**src/dpps_pkg.sv**
```systemverilog
// ----------------------------------------------------------------------------
// dpps_pkg - shared types and constants of the dual pulse / PCM sound unit
// Beat payloads, decoded operations, bus addresses and the lookup tables.
// ----------------------------------------------------------------------------
`default_nettype none

package dpps_pkg;

  localparam logic [1:0] CMD_WRITE = 2'd0;
  localparam logic [1:0] CMD_READ  = 2'd1;
  localparam logic [1:0] CMD_TICK  = 2'd2;

  localparam logic [15:0] ADDR_CTRL_ONE = 16'h5000;
  localparam logic [15:0] ADDR_LOW_ONE  = 16'h5002;
  localparam logic [15:0] ADDR_HIGH_ONE = 16'h5003;
  localparam logic [15:0] ADDR_CTRL_TWO = 16'h5004;
  localparam logic [15:0] ADDR_LOW_TWO  = 16'h5006;
  localparam logic [15:0] ADDR_HIGH_TWO = 16'h5007;
  localparam logic [15:0] ADDR_PCM      = 16'h5011;
  localparam logic [15:0] ADDR_STATUS   = 16'h5015;

  localparam logic [1:0] REG_EN_PULSE_ONE = 2'd0;
  localparam logic [1:0] REG_EN_PULSE_TWO = 2'd1;
  localparam logic [1:0] REG_EN_PCM       = 2'd2;

  localparam int unsigned CfgIdxW  = 2;
  localparam int unsigned CfgDataW = 1;
  localparam int unsigned NumChan  = 2;
  localparam int unsigned QDepth   = 2;

  typedef struct packed {
    logic [1:0]  cmd;
    logic [15:0] address;
    logic [7:0]  data;
    logic [15:0] cycles;
  } in_item_t;

  typedef struct packed {
    logic [7:0] read_data;
    logic [3:0] pulse_one_level;
    logic [3:0] pulse_two_level;
    logic [7:0] pcm_level;
    logic [9:0] mix_numerator;
  } out_item_t;

  typedef enum logic [2:0] {
    OP_NONE,
    OP_CTRL,
    OP_PERIOD_LO,
    OP_PERIOD_HI,
    OP_PCM,
    OP_CLAMP,
    OP_STATUS,
    OP_TICK
  } op_e;

  typedef struct packed {
    op_e         op;
    logic        chan;
    logic [7:0]  data;
    logic [15:0] cycles;
  } op_t;

  function automatic logic [7:0] len_lookup(input logic [4:0] idx);
    logic [7:0] v;
    unique case (idx)
      5'd0:  v = 8'h0A;
      5'd1:  v = 8'h14;
      5'd2:  v = 8'h28;
      5'd3:  v = 8'h50;
      5'd4:  v = 8'hA0;
      5'd5:  v = 8'h3C;
      5'd6:  v = 8'h0E;
      5'd7:  v = 8'h1A;
      5'd8:  v = 8'h0C;
      5'd9:  v = 8'h18;
      5'd10: v = 8'h30;
      5'd11: v = 8'h60;
      5'd12: v = 8'hC0;
      5'd13: v = 8'h48;
      5'd14: v = 8'h10;
      5'd15: v = 8'h20;
      5'd16: v = 8'hFE;
      5'd17: v = 8'h02;
      5'd18: v = 8'h04;
      5'd19: v = 8'h06;
      5'd20: v = 8'h08;
      5'd21: v = 8'h0A;
      5'd22: v = 8'h0C;
      5'd23: v = 8'h0E;
      5'd24: v = 8'h10;
      5'd25: v = 8'h12;
      5'd26: v = 8'h14;
      5'd27: v = 8'h16;
      5'd28: v = 8'h18;
      5'd29: v = 8'h1A;
      5'd30: v = 8'h1C;
      5'd31: v = 8'h1E;
      default: v = 8'h00;
    endcase
    return v;
  endfunction

  function automatic logic duty_high(input logic [1:0] duty, input logic [2:0] step);
    logic [7:0] pat;
    unique case (duty)
      2'd0:    pat = 8'b0000_0010;
      2'd1:    pat = 8'b0000_0110;
      2'd2:    pat = 8'b0001_1110;
      2'd3:    pat = 8'b1111_1001;
      default: pat = 8'b0000_0000;
    endcase
    return pat[step];
  endfunction

endpackage

`default_nettype wire

```
**src/dpps_front.sv**
```systemverilog
// ----------------------------------------------------------------------------
// dpps_front - input side of the sound unit
// Accepts bus and tick beats and classifies them into queue operations.
// ----------------------------------------------------------------------------
`default_nettype none

module dpps_front (
  input  wire logic              in_valid_i,
  input  wire dpps_pkg::in_item_t in_item_i,
  output logic                   in_stall_o,
  input  wire logic              q_full_i,
  output logic                   q_push_o,
  output dpps_pkg::op_t          q_op_o
);
  import dpps_pkg::*;

  assign in_stall_o = q_full_i;
  assign q_push_o   = in_valid_i & ~q_full_i;

  always_comb begin
    q_op_o.op     = OP_NONE;
    q_op_o.chan   = 1'b0;
    q_op_o.data   = in_item_i.data;
    q_op_o.cycles = in_item_i.cycles;
    priority if (in_item_i.cmd == CMD_WRITE) begin
      priority if (in_item_i.address == ADDR_CTRL_ONE) begin
        q_op_o.op = OP_CTRL;
      end else if (in_item_i.address == ADDR_LOW_ONE) begin
        q_op_o.op = OP_PERIOD_LO;
      end else if (in_item_i.address == ADDR_HIGH_ONE) begin
        q_op_o.op = OP_PERIOD_HI;
      end else if (in_item_i.address == ADDR_CTRL_TWO) begin
        q_op_o.op   = OP_CTRL;
        q_op_o.chan = 1'b1;
      end else if (in_item_i.address == ADDR_LOW_TWO) begin
        q_op_o.op   = OP_PERIOD_LO;
        q_op_o.chan = 1'b1;
      end else if (in_item_i.address == ADDR_HIGH_TWO) begin
        q_op_o.op   = OP_PERIOD_HI;
        q_op_o.chan = 1'b1;
      end else if (in_item_i.address == ADDR_PCM) begin
        q_op_o.op = OP_PCM;
      end else if (in_item_i.address == ADDR_STATUS) begin
        q_op_o.op = OP_CLAMP;
      end else begin
        q_op_o.op = OP_NONE;
      end
    end else if (in_item_i.cmd == CMD_READ) begin
      q_op_o.op = (in_item_i.address == ADDR_STATUS) ? OP_STATUS : OP_NONE;
    end else if (in_item_i.cmd == CMD_TICK) begin
      q_op_o.op = OP_TICK;
    end else begin
      q_op_o.op = OP_NONE;
    end
  end

endmodule

`default_nettype wire

```
**src/dpps_queue.sv**
```systemverilog
// ----------------------------------------------------------------------------
// dpps_queue - operation queue between front and back
// Short FIFO of decoded operations; each side stalls on its own.
// ----------------------------------------------------------------------------
`default_nettype none

module dpps_queue (
  input  wire logic          clk_i,
  input  wire logic          rst_ni,
  input  wire logic          push_i,
  input  wire dpps_pkg::op_t push_op_i,
  output logic               full_o,
  input  wire logic          pop_i,
  output logic               valid_o,
  output dpps_pkg::op_t      head_op_o
);
  import dpps_pkg::*;

  localparam int unsigned PtrW = (QDepth > 1) ? $clog2(QDepth) : 1;
  localparam int unsigned CntW = $clog2(QDepth + 1);

  op_t            mem_q [QDepth];
  logic [PtrW-1:0] wr_ptr_q, wr_ptr_d;
  logic [PtrW-1:0] rd_ptr_q, rd_ptr_d;
  logic [CntW-1:0] count_q, count_d;

  assign full_o    = (count_q == CntW'(QDepth));
  assign valid_o   = (count_q != '0);
  assign head_op_o = mem_q[rd_ptr_q];

  always_comb begin
    wr_ptr_d = wr_ptr_q;
    rd_ptr_d = rd_ptr_q;
    count_d  = count_q;
    if (push_i) begin
      wr_ptr_d = (wr_ptr_q == PtrW'(QDepth - 1)) ? '0 : wr_ptr_q + 1'b1;
    end
    if (pop_i) begin
      rd_ptr_d = (rd_ptr_q == PtrW'(QDepth - 1)) ? '0 : rd_ptr_q + 1'b1;
    end
    unique case ({push_i, pop_i})
      2'b10:   count_d = count_q + 1'b1;
      2'b01:   count_d = count_q - 1'b1;
      default: count_d = count_q;
    endcase
  end

  always_ff @(posedge clk_i or negedge rst_ni) begin
    if (!rst_ni) begin
      wr_ptr_q <= '0;
      rd_ptr_q <= '0;
      count_q  <= '0;
    end else begin
      wr_ptr_q <= wr_ptr_d;
      rd_ptr_q <= rd_ptr_d;
      count_q  <= count_d;
    end
  end

  always_ff @(posedge clk_i) begin
    if (push_i) begin
      mem_q[wr_ptr_q] <= push_op_i;
    end
  end

  assert property (@(posedge clk_i) disable iff (!rst_ni) pop_i |-> count_q != '0)
    else $error("queue popped while empty");
  assert property (@(posedge clk_i) disable iff (!rst_ni)
    (push_i && !pop_i) |=> count_q == $past(count_q) + 1'b1)
    else $error("queue count lost a push");

endmodule

`default_nettype wire

```
**src/dpps_back.sv**
```systemverilog
// ----------------------------------------------------------------------------
// dpps_back - execution side of the sound unit
// Holds channel state; one op a cycle unless stalled; result registered.
// ----------------------------------------------------------------------------
`default_nettype none

module dpps_back (
  input  wire logic                         clk_i,
  input  wire logic                         rst_ni,
  input  wire logic                         cfg_we_i,
  input  wire logic [dpps_pkg::CfgIdxW-1:0]  cfg_index_i,
  input  wire logic [dpps_pkg::CfgDataW-1:0] cfg_data_i,
  input  wire logic                         q_valid_i,
  input  wire dpps_pkg::op_t                q_op_i,
  output logic                              q_pop_o,
  output logic                              out_valid_o,
  input  wire logic                         out_stall_i,
  output dpps_pkg::out_item_t               out_item_o
);
  import dpps_pkg::*;

  logic        en_q [NumChan];
  logic        en_pcm_q;

  logic signed [17:0] cd_q   [NumChan];
  logic signed [17:0] cd_d   [NumChan];
  logic signed [17:0] cd_t   [NumChan];
  logic [12:0]        reload [NumChan];
  logic [10:0] period_q [NumChan], period_d [NumChan];
  logic [7:0]  len_q    [NumChan], len_d    [NumChan];
  logic [3:0]  vol_q    [NumChan], vol_d    [NumChan];
  logic [1:0]  duty_q   [NumChan], duty_d   [NumChan];
  logic        clamp_q  [NumChan], clamp_d  [NumChan];
  logic [2:0]  step_q   [NumChan], step_d   [NumChan];
  logic [3:0]  level_q  [NumChan], level_d  [NumChan];
  logic [7:0]  pcm_q, pcm_d;

  logic        out_valid_q;
  out_item_t   out_q, out_d;
  logic [7:0]  rd;
  logic [9:0]  mix;
  op_e         op_sel;

  assign q_pop_o     = q_valid_i & (~out_valid_q | ~out_stall_i);
  assign out_valid_o = out_valid_q;
  assign out_item_o  = out_q;
  assign op_sel      = q_valid_i ? q_op_i.op : OP_NONE;

  always_comb begin
    for (int c = 0; c < NumChan; c++) begin
      reload[c] = {1'b0, period_q[c], 1'b0} + 13'd4;
      cd_t[c]   = (cd_q[c] > 18'sd0) ? cd_q[c] - $signed({2'b00, q_op_i.cycles}) : cd_q[c];
    end
  end

  always_comb begin
    pcm_d = pcm_q;
    rd    = 8'h00;
    for (int c = 0; c < NumChan; c++) begin
      cd_d[c]     = cd_q[c];
      period_d[c] = period_q[c];
      len_d[c]    = len_q[c];
      vol_d[c]    = vol_q[c];
      duty_d[c]   = duty_q[c];
      clamp_d[c]  = clamp_q[c];
      step_d[c]   = step_q[c];
      level_d[c]  = level_q[c];
      unique case (op_sel)
        OP_CTRL: begin
          if (q_op_i.chan == c[0]) begin
            vol_d[c]  = q_op_i.data[3:0];
            duty_d[c] = q_op_i.data[7:6];
          end
        end
        OP_PERIOD_LO: begin
          if (q_op_i.chan == c[0]) begin
            period_d[c][7:0] = q_op_i.data;
          end
        end
        OP_PERIOD_HI: begin
          if (q_op_i.chan == c[0]) begin
            period_d[c][10:8] = q_op_i.data[2:0];
            if (!clamp_q[c]) begin
              len_d[c] = len_lookup(q_op_i.data[7:3]);
            end
            step_d[c] = 3'd0;
          end
        end
        OP_CLAMP: begin
          clamp_d[c] = q_op_i.data[c];
          if (q_op_i.data[c]) begin
            len_d[c] = 8'h00;
          end
        end
        OP_STATUS: begin
          rd[c] = (len_q[c] != 8'h00);
        end
        OP_TICK: begin
          if (en_q[c]) begin
            if (cd_t[c] > 18'sd0) begin
              cd_d[c] = cd_t[c];
            end else begin
              cd_d[c]    = cd_t[c] + $signed({5'b00000, reload[c]});
              level_d[c] = (len_q[c] != 8'h00 && duty_high(duty_q[c], step_q[c]))
                           ? vol_q[c] : 4'h0;
              step_d[c]  = step_q[c] + 3'd1;
            end
          end
        end
        OP_PCM, OP_NONE: begin
        end
        default: begin
        end
      endcase
    end
    if (op_sel == OP_PCM) begin
      pcm_d = q_op_i.data;
    end
  end

  always_comb begin
    mix = 10'd0;
    for (int c = 0; c < NumChan; c++) begin
      if (en_q[c]) begin
        mix = mix + {2'b00, level_d[c], 4'h0} + {6'd0, level_d[c]};
      end
    end
    if (en_pcm_q) begin
      mix = mix + {2'b00, pcm_d};
    end
    out_d.read_data       = rd;
    out_d.pulse_one_level = level_d[0];
    out_d.pulse_two_level = level_d[1];
    out_d.pcm_level       = pcm_d;
    out_d.mix_numerator   = mix;
  end

  always_ff @(posedge clk_i or negedge rst_ni) begin
    if (!rst_ni) begin
      en_q[0]  <= 1'b1;
      en_q[1]  <= 1'b1;
      en_pcm_q <= 1'b1;
    end else if (cfg_we_i) begin
      unique case (cfg_index_i)
        REG_EN_PULSE_ONE: en_q[0]  <= cfg_data_i[0];
        REG_EN_PULSE_TWO: en_q[1]  <= cfg_data_i[0];
        REG_EN_PCM:       en_pcm_q <= cfg_data_i[0];
        default: begin
        end
      endcase
    end
  end

  always_ff @(posedge clk_i or negedge rst_ni) begin
    if (!rst_ni) begin
      for (int c = 0; c < NumChan; c++) begin
        cd_q[c]     <= '0;
        period_q[c] <= '0;
        len_q[c]    <= '0;
        vol_q[c]    <= '0;
        duty_q[c]   <= '0;
        clamp_q[c]  <= 1'b0;
        step_q[c]   <= '0;
        level_q[c]  <= '0;
      end
      pcm_q       <= '0;
      out_valid_q <= 1'b0;
    end else begin
      if (q_pop_o) begin
        for (int c = 0; c < NumChan; c++) begin
          cd_q[c]     <= cd_d[c];
          period_q[c] <= period_d[c];
          len_q[c]    <= len_d[c];
          vol_q[c]    <= vol_d[c];
          duty_q[c]   <= duty_d[c];
          clamp_q[c]  <= clamp_d[c];
          step_q[c]   <= step_d[c];
          level_q[c]  <= level_d[c];
        end
        pcm_q       <= pcm_d;
        out_valid_q <= 1'b1;
      end else if (!out_stall_i) begin
        out_valid_q <= 1'b0;
      end
    end
  end

  always_ff @(posedge clk_i) begin
    if (q_pop_o) begin
      out_q <= out_d;
    end
  end

  assert property (@(posedge clk_i) disable iff (!rst_ni)
    (!clamp_q[0] || len_q[0] == 8'h00) && (!clamp_q[1] || len_q[1] == 8'h00))
    else $error("clamped channel holds a nonzero length");
  assert property (@(posedge clk_i) disable iff (!rst_ni)
    cd_q[0] <= 18'sd4098 && cd_q[0] >= -18'sd65530 &&
    cd_q[1] <= 18'sd4098 && cd_q[1] >= -18'sd65530)
    else $error("countdown out of range");
  assert property (@(posedge clk_i) disable iff (!rst_ni)
    out_valid_q |-> out_q.mix_numerator <= 10'd765)
    else $error("mix numerator above full scale");

endmodule

`default_nettype wire

```
**src/dual_pulse_pcm_sound_unit.sv**
```systemverilog
// ----------------------------------------------------------------------------
// dual_pulse_pcm_sound_unit - two pulse channels and a raw PCM level
// Bus writes, status reads and cycle ticks in; one level/mix beat out each.
// ----------------------------------------------------------------------------
// Takes one input beat per clock while the queue is not full, and returns
// exactly one result beat for each, in order. An accepted beat is decoded into
// a two-entry queue; when the back end pops it, its result is registered in
// the output register. The back end takes one beat per cycle while the output
// is not stalled. The queue and the output register let the input keep taking
// beats until the queue is full while a result waits to be taken. Enable
// registers are to be written by the user through the config port only while
// the unit is idle; the block itself does not enforce this.
`default_nettype none

module dual_pulse_pcm_sound_unit (
  input  wire logic                         clk_i,
  input  wire logic                         rst_ni,
  input  wire logic                         cfg_we_i,
  input  wire logic [dpps_pkg::CfgIdxW-1:0]  cfg_index_i,
  input  wire logic [dpps_pkg::CfgDataW-1:0] cfg_data_i,
  input  wire logic                         in_valid_i,
  input  wire dpps_pkg::in_item_t           in_item_i,
  output logic                              in_stall_o,
  output logic                              out_valid_o,
  input  wire logic                         out_stall_i,
  output dpps_pkg::out_item_t               out_item_o
);
  import dpps_pkg::*;

  logic q_full;
  logic q_push;
  logic q_pop;
  logic q_valid;
  op_t  push_op;
  op_t  head_op;

  dpps_front u_front (
    .in_valid_i (in_valid_i),
    .in_item_i  (in_item_i),
    .in_stall_o (in_stall_o),
    .q_full_i   (q_full),
    .q_push_o   (q_push),
    .q_op_o     (push_op)
  );

  dpps_queue u_queue (
    .clk_i     (clk_i),
    .rst_ni    (rst_ni),
    .push_i    (q_push),
    .push_op_i (push_op),
    .full_o    (q_full),
    .pop_i     (q_pop),
    .valid_o   (q_valid),
    .head_op_o (head_op)
  );

  dpps_back u_back (
    .clk_i       (clk_i),
    .rst_ni      (rst_ni),
    .cfg_we_i    (cfg_we_i),
    .cfg_index_i (cfg_index_i),
    .cfg_data_i  (cfg_data_i),
    .q_valid_i   (q_valid),
    .q_op_i      (head_op),
    .q_pop_o     (q_pop),
    .out_valid_o (out_valid_o),
    .out_stall_i (out_stall_i),
    .out_item_o  (out_item_o)
  );

endmodule

`default_nettype wire
```
**config.mk**
```make
export PLATFORM = sky130hd
export DESIGN_NAME = dual_pulse_pcm_sound_unit
export DESIGN_NICKNAME = d
export VERILOG_FILES = /design/src/dpps_pkg.sv /design/src/dpps_front.sv /design/src/dpps_queue.sv /design/src/dpps_back.sv /design/src/dual_pulse_pcm_sound_unit.sv
export SDC_FILE = /design/constraint.sdc
export NUM_CORES = 1
export LEC_CHECK = 0
export BUFFER_PORTS_ARGS = -buffer_cell sky130_fd_sc_hd__buf_2
export CAP_MARGIN = 0
export CELL_PAD_IN_SITES_DETAIL_PLACEMENT = 0
export CELL_PAD_IN_SITES_GLOBAL_PLACEMENT = 1
export CORE_ASPECT_RATIO = 0.75
export CORE_MARGIN = 8
export CORE_UTILIZATION = 49
export CTS_CLUSTER_DIAMETER = 80
export DETAILED_ROUTE_END_ITERATION = 12
export PLACE_DENSITY = 0.87
export SLEW_MARGIN = 20
export SYNTH_ARGS = -nofsm -noshare
export SYNTH_HDL_FRONTEND = slang
export SYNTH_HIERARCHICAL = 1
export SYNTH_SLANG_ARGS = --single-unit
```
**constraint.sdc**
```tcl
create_clock -name clk_i -period 8.85 [get_ports clk_i]
set_input_delay 0.4425 -clock clk_i [delete_from_list [all_inputs] [get_ports clk_i]]
set_output_delay 0.4425 -clock clk_i [all_outputs]
set_load 0.01 [all_outputs]
```
-- Word-level counts from Yosys, hierarchy flattened
Memory sizes are Yosys's and may differ from the RTL's.
Cells that the tools add are included.
Widths: inputs -> output; s select.
- memories kept: 3
- memory bits (writable): 56
- flip-flop bits (word level): 146
- logic and storage cells: 199
- ROM bits: 448
- memory list (memory ; depth ; bits a word ; read ports ; clocked after Yosys merged registers in ; write ports ; RTL line ; RTL):
    (no name shown) ; 32 ; 7 ; 1 ; 0 ; 0 ; dpps_pkg.sv:66 ; unique case (idx)
    (no name shown) ; 32 ; 7 ; 1 ; 0 ; 0 ; dpps_pkg.sv:66 ;
    u_queue.mem_q ; 2 ; 28 ; 1 ; 0 ; 1 ; dpps_queue.sv:22 ; op_t mem_q [QDepth];
- add/subtract/negate cells: 16
- bitwise logic cells: 7
- equality and inequality tests: 39
- magnitude comparators: 6
- reductions and logical operators: 28
- mux-type cells: 69
- operators by type and width (kind ; number):
    $eq 16x15->1 const B ; 8
    $mux 8 ; 13
    $gt 18x1->1 const B ; 4
    $mux 18 ; 4
    $pmux 8 s4 ; 2
    $mux 3 ; 17
    $mux 4 ; 10
    $add 18x14->18 ; 2
    $sub 18x17->18 ; 2
    $pmux 8 s2 ; 2
    $mux 10 ; 3
    $add 12x3->13 const B ; 2
    $reduce_and 3->1 ; 8
    $add 10x8->10 ; 2
    $reduce_and 5->1 ; 4
    $eq 2x2->1 const B ; 8
    $reduce_bool 8->1 ; 2
    $mux 1 ; 13
    $eq 3x3->1 const B ; 4
    $ne 2x1->1 const B ; 6
    $pmux 3 s2 ; 2
    $add 10x4->10 ; 1
    $eq 2x1->1 const B ; 5
    $ne 2x2->1 const B ; 5
    other kinds (17) ; 36

-- Depth between registers and ports, before layout
An unclocked memory read counts as a cell.
- word-level depth: 21
- depth in mapped cells: 31
- gate-level depth less buffers: 29

-- Cells and area by module
Netlist, hierarchy kept.
- by module, submodules not included (module ; times used ; cells each ; area an instance (µm²)):
    dpps_back ; 1 ; 1256 ; 11143.2
    dpps_queue ; 1 ; 103 ; 2254.7
    dpps_front ; 1 ; 46 ; 365.4

-- Least setup slack after synthesis
Ideal clock, no wire load.
- path type: reg-to-reg
- from: reg u_queue.rd_ptr_q
- to: reg u_back.out_q, in the netlist u_back/out_item_o[7], data pin
- path buffers: 1
- data required time: 8.585 ns
- period minus slack after synthesis: 6.299 ns
- path slack: 2.551 ns
- arrival: 6.033 ns
- cell stages (with the launch flop): 29
- cell sequence: dfrtp_1 buf_4 mux2_2 inv_1 ha_1 nor2b_1 o31a_1 o21ai_0 a2bb2oi_1 or3_1 a221o_1 nor4b_2 a31oi_4 nor2_2 mux2_2 ha_1 fa_1 nand2_1 o21ai_0 ha_1 a21o_1 a21oi_1 o21bai_1 a21oi_1 o21bai_1 a21oi_1 xnor2_1 a22oi_1 nand2_1
- RTL lines (item ; RTL line ; RTL):
    start: declaration ; dpps_queue.sv:24 ; logic [PtrW-1:0] rd_ptr_q, rd_ptr_d;
    start signal: assignment ; dpps_queue.sv:55 ; rd_ptr_q <= rd_ptr_d;
    end signal: assignment ; dpps_back.sv:190 ; out_q <= out_d;
    end: declaration ; dpps_back.sv:39 ; out_item_t out_q, out_d;

==> flow_summary_export.csv <==
group,metric,value,unit
outcome,outcome,"complete, no violations",
sta,clock_skew,17.74,ps
clock_network,cts_tree,"done",
synth,yosys-top-cells-area,"dfrtp_1 21%, edfxtp_1 18%, ha_1 7.9%",
drt,vias,10675,
drt,wl_per_cell,18.55,um
drt,viasPerCell,5.869,
sta,period_share,0.8622,
clock_network,post_cts_buffers,0,
floorplanning,num_io_pins,86,
synth,synth_edf_count,84,
drt,drcViolationCount,0,
worst_setup_path,cp_num_buf_inv,1,
synth,avgSynthCellArea,9.796,sq um
synth,ys_seq_area_frac,0.3945,
sta,clock.fmax,131.0,MHz
worst_setup_path,required,9030,ps
min_path,hold_path.class,"in2async",
global_routing,grt_pass1_wl,55.32,mm
global_routing,antenna_found_initial,0,
finish,fill_cells,2543,
placed_design,place_hpwl,25.80,mm
synth,syn_inst,1405,
finish,syn_to_final_growth,7.782,%
clock_network,numCtsBuffers,17,
worst_setup_path,r2r_cells,27,
synth,synth_flop_cell,"dfrtp_1",
global_routing,grt_use_total,0.2023,
floorplanning,fp-row-count,53,
floorplanning,start_util,0.4942,
sta,rsz0062_at_grt,"false",
drt,firstDrtPassIters,5,
drt,drt-total-wl,33.74,mm
finish,mostFrequentLayoutCell,"nand2_1",
worst_setup_path,crit_family,"compound AO/OA/AOI/OAI gates",
worst_setup_path,critPathCaptureType,"register",
placed_design,portBuffers,79,
worst_setup_path,cpMostUsedCell,"o21ai_0",
synth,async_flop_share,0.5800,
clock_network,clockBufferDepth,2,
clock_network,root_buffer,"clkbuf_16",
finish,final_nets,1593,
global_routing,overflow,0,
worst_setup_path,worstPathArrival,7810,ps
sta,drv_slew,0,
worst_setup_path,crit_path_start_kind,"register",
synth,yosys_register_bits,200,
sta,hold_viol,0,
clock_network,htree_num_levels,4,
synth,synth_cell_types,96,
global_routing,grt_max_degree,60,
synth,yosysWarningCount,6,
floorplanning,dieArea,33760,sq um
placed_design,place.gp.congestion,0.9017,
synth,netlist_area,13760,sq um
sta,worstMarginPinSlew,1029,ps
worst_setup_path,cp_max_fo,17,
sta,relSlewSlack,0.3089,
finish,most-common-layout-cells,"186 x nand2_1, 113 x dfrtp_1, 87 x ha_1, 85 x o21ai_0, 84 x edfxtp_1",
floorplanning,core_area,27850,sq um
drt,final_antenna_net_count,0,
clock_network,clock-sinks,200,
finish,drive_gt1_frac,0.1717,
worst_setup_path,crit_slowest_cell,"dfrtp_1",
sta,fin_crit,7631,ps
synth,synth_top_area_cell,"dfrtp_1",
floorplanning,die_w,209.5,um
global_routing,grt_pass1_vias,10480,
worst_setup_path,crit_path_max_incr_delay,900,ps
drt,drt_iter0_drc,892,
sta,setup_tns,0,ps
clock_network,clk_pin_slew,70,ps
flow_run,maxCapViolCount,0,
finish,diodes,0,
worst_setup_path,setup.worst_path.class,"reg2reg",
worst_setup_path,crit_cells,27,
sta,setup_viol,0,
clock_network,clock_latency,450,ps
clock_network,post_cts_resized,0,
floorplanning,chipHeight,161.1,um
synth,synth.top_cell.area_share,0.2055,
clock_network,postCtsHoldBufs,0,
[cells by family (layout without fill, tap and decap cells)]
group                    after synthesis  in the layout  synth area share
other                                  1              6         0.0002725
XOR/XNOR                              72             72           0.04582
AO/OA/AOI/OAI                        330            330            0.1595
buffers and inverters                130            182           0.04827
AND/OR/NAND/NOR                      470            470            0.1730
flip-flops                           200            200            0.3945
multiplexers                         109            109           0.09091
adder cells (fa/ha/maj)               93             93           0.08782
[per-layer routing]
layer | vias up | share of wire | global-route usage
met5 | - | 0 | 0
met4 | 0 | 0.011 | 0.04636
met1 | 5120 | 0.48 | 0.2852
met2 | 333 | 0.43 | 0.3051
li1 | 5187 | - | -
met3 | 35 | 0.076 | 0.05693
[registers in the layout, summed over array words and instances, names as in the netlist]
| register | cells |
|---|---|
| u_back/cd_q | 36 |
| u_back/clamp_q | 2 |
| u_back/duty_q | 4 |
| u_back/en_pcm_q | 1 |
| u_back/en_q | 2 |
| u_back/len_q | 14 |
| u_back/level_q | 8 |
| u_back/out_item_o | 28 |
| u_back/out_valid_o | 1 |
| u_back/pcm_q | 8 |
| u_back/period_q | 22 |
| u_back/step_q | 6 |
| u_back/vol_q | 8 |
| u_queue/count_q | 2 |
| u_queue/mem_q | 56 |
| u_queue/rd_ptr_q | 1 |
| u_queue/wr_ptr_q | 1 |
[per-stage QoR]
step,hold slack [ps],cells,setup WS [ps],cell area (sq um),utilization
after global placement,445.8,1787,1557,14270,0.5124
after global routing,119.2,1819,658.0,14830,0.5326
after CTS,82.24,1818,1309,14820,0.5321
after detailed placement,453.4,1787,1316,14270,0.5124
final,59.56,1819,1219,14830,0.5326
after floorplan,146.9,1410,2551,13780,-
[Yosys cell counts, drive strengths merged (37+ instances only)]
| library cell | n |
|---|---|
| nor2 | 85 |
| inv | 59 |
| nand2 | 186 |
| edfxtp | 84 |
| buf | 41 |
| dfrtp | 113 |
| ha | 87 |
| mux2 | 88 |
| o21ai | 94 |
| xnor2 | 43 |
| a21oi | 74 |
| nand3 | 37 |
[path summary, 6_finish.rpt]
path                                         startpoint                        endpoint  slack (ps)
max                        u_queue/rd_ptr_q$_DFFE_PN0P_  u_back/out_item_o[8]$_DFFE_PP_        1220
max in group asynchronous                        rst_ni    u_queue/wr_ptr_q$_DFFE_PN0P_        7520
max reg2reg                u_queue/rd_ptr_q$_DFFE_PN0P_  u_back/out_item_o[8]$_DFFE_PP_        1220
min                                              rst_ni     u_back/cd_q[33]$_DFFE_PN0P_          60
min in group clk_i                         in_item_i[4]   u_queue/mem_q[0][4]$_DFFE_PP_         180
min reg2reg                 u_back/len_q[5]$_DFFE_PN0P_     u_back/len_q[5]$_DFFE_PN0P_         470
[layout make-up]
type | count | area, sq um | share of cell area
Tap cell | 357 | 446.7 | 0.03011
Timing Repair Buffer | 90 | 488.0 | 0.03289
Clock inverter | 13 | 120.1 | 0.008097
Inverter | 61 | 230.2 | 0.01552
Multi-Input combinational cell | 1080 | 7691 | 0.5185
Clock buffer | 18 | 429.2 | 0.02893
Sequential cell | 200 | 5429 | 0.3660
Power is left out: the tool's default activity adds up to more than one toggle a clock period on the data nets, which glitch-free logic cannot reach.
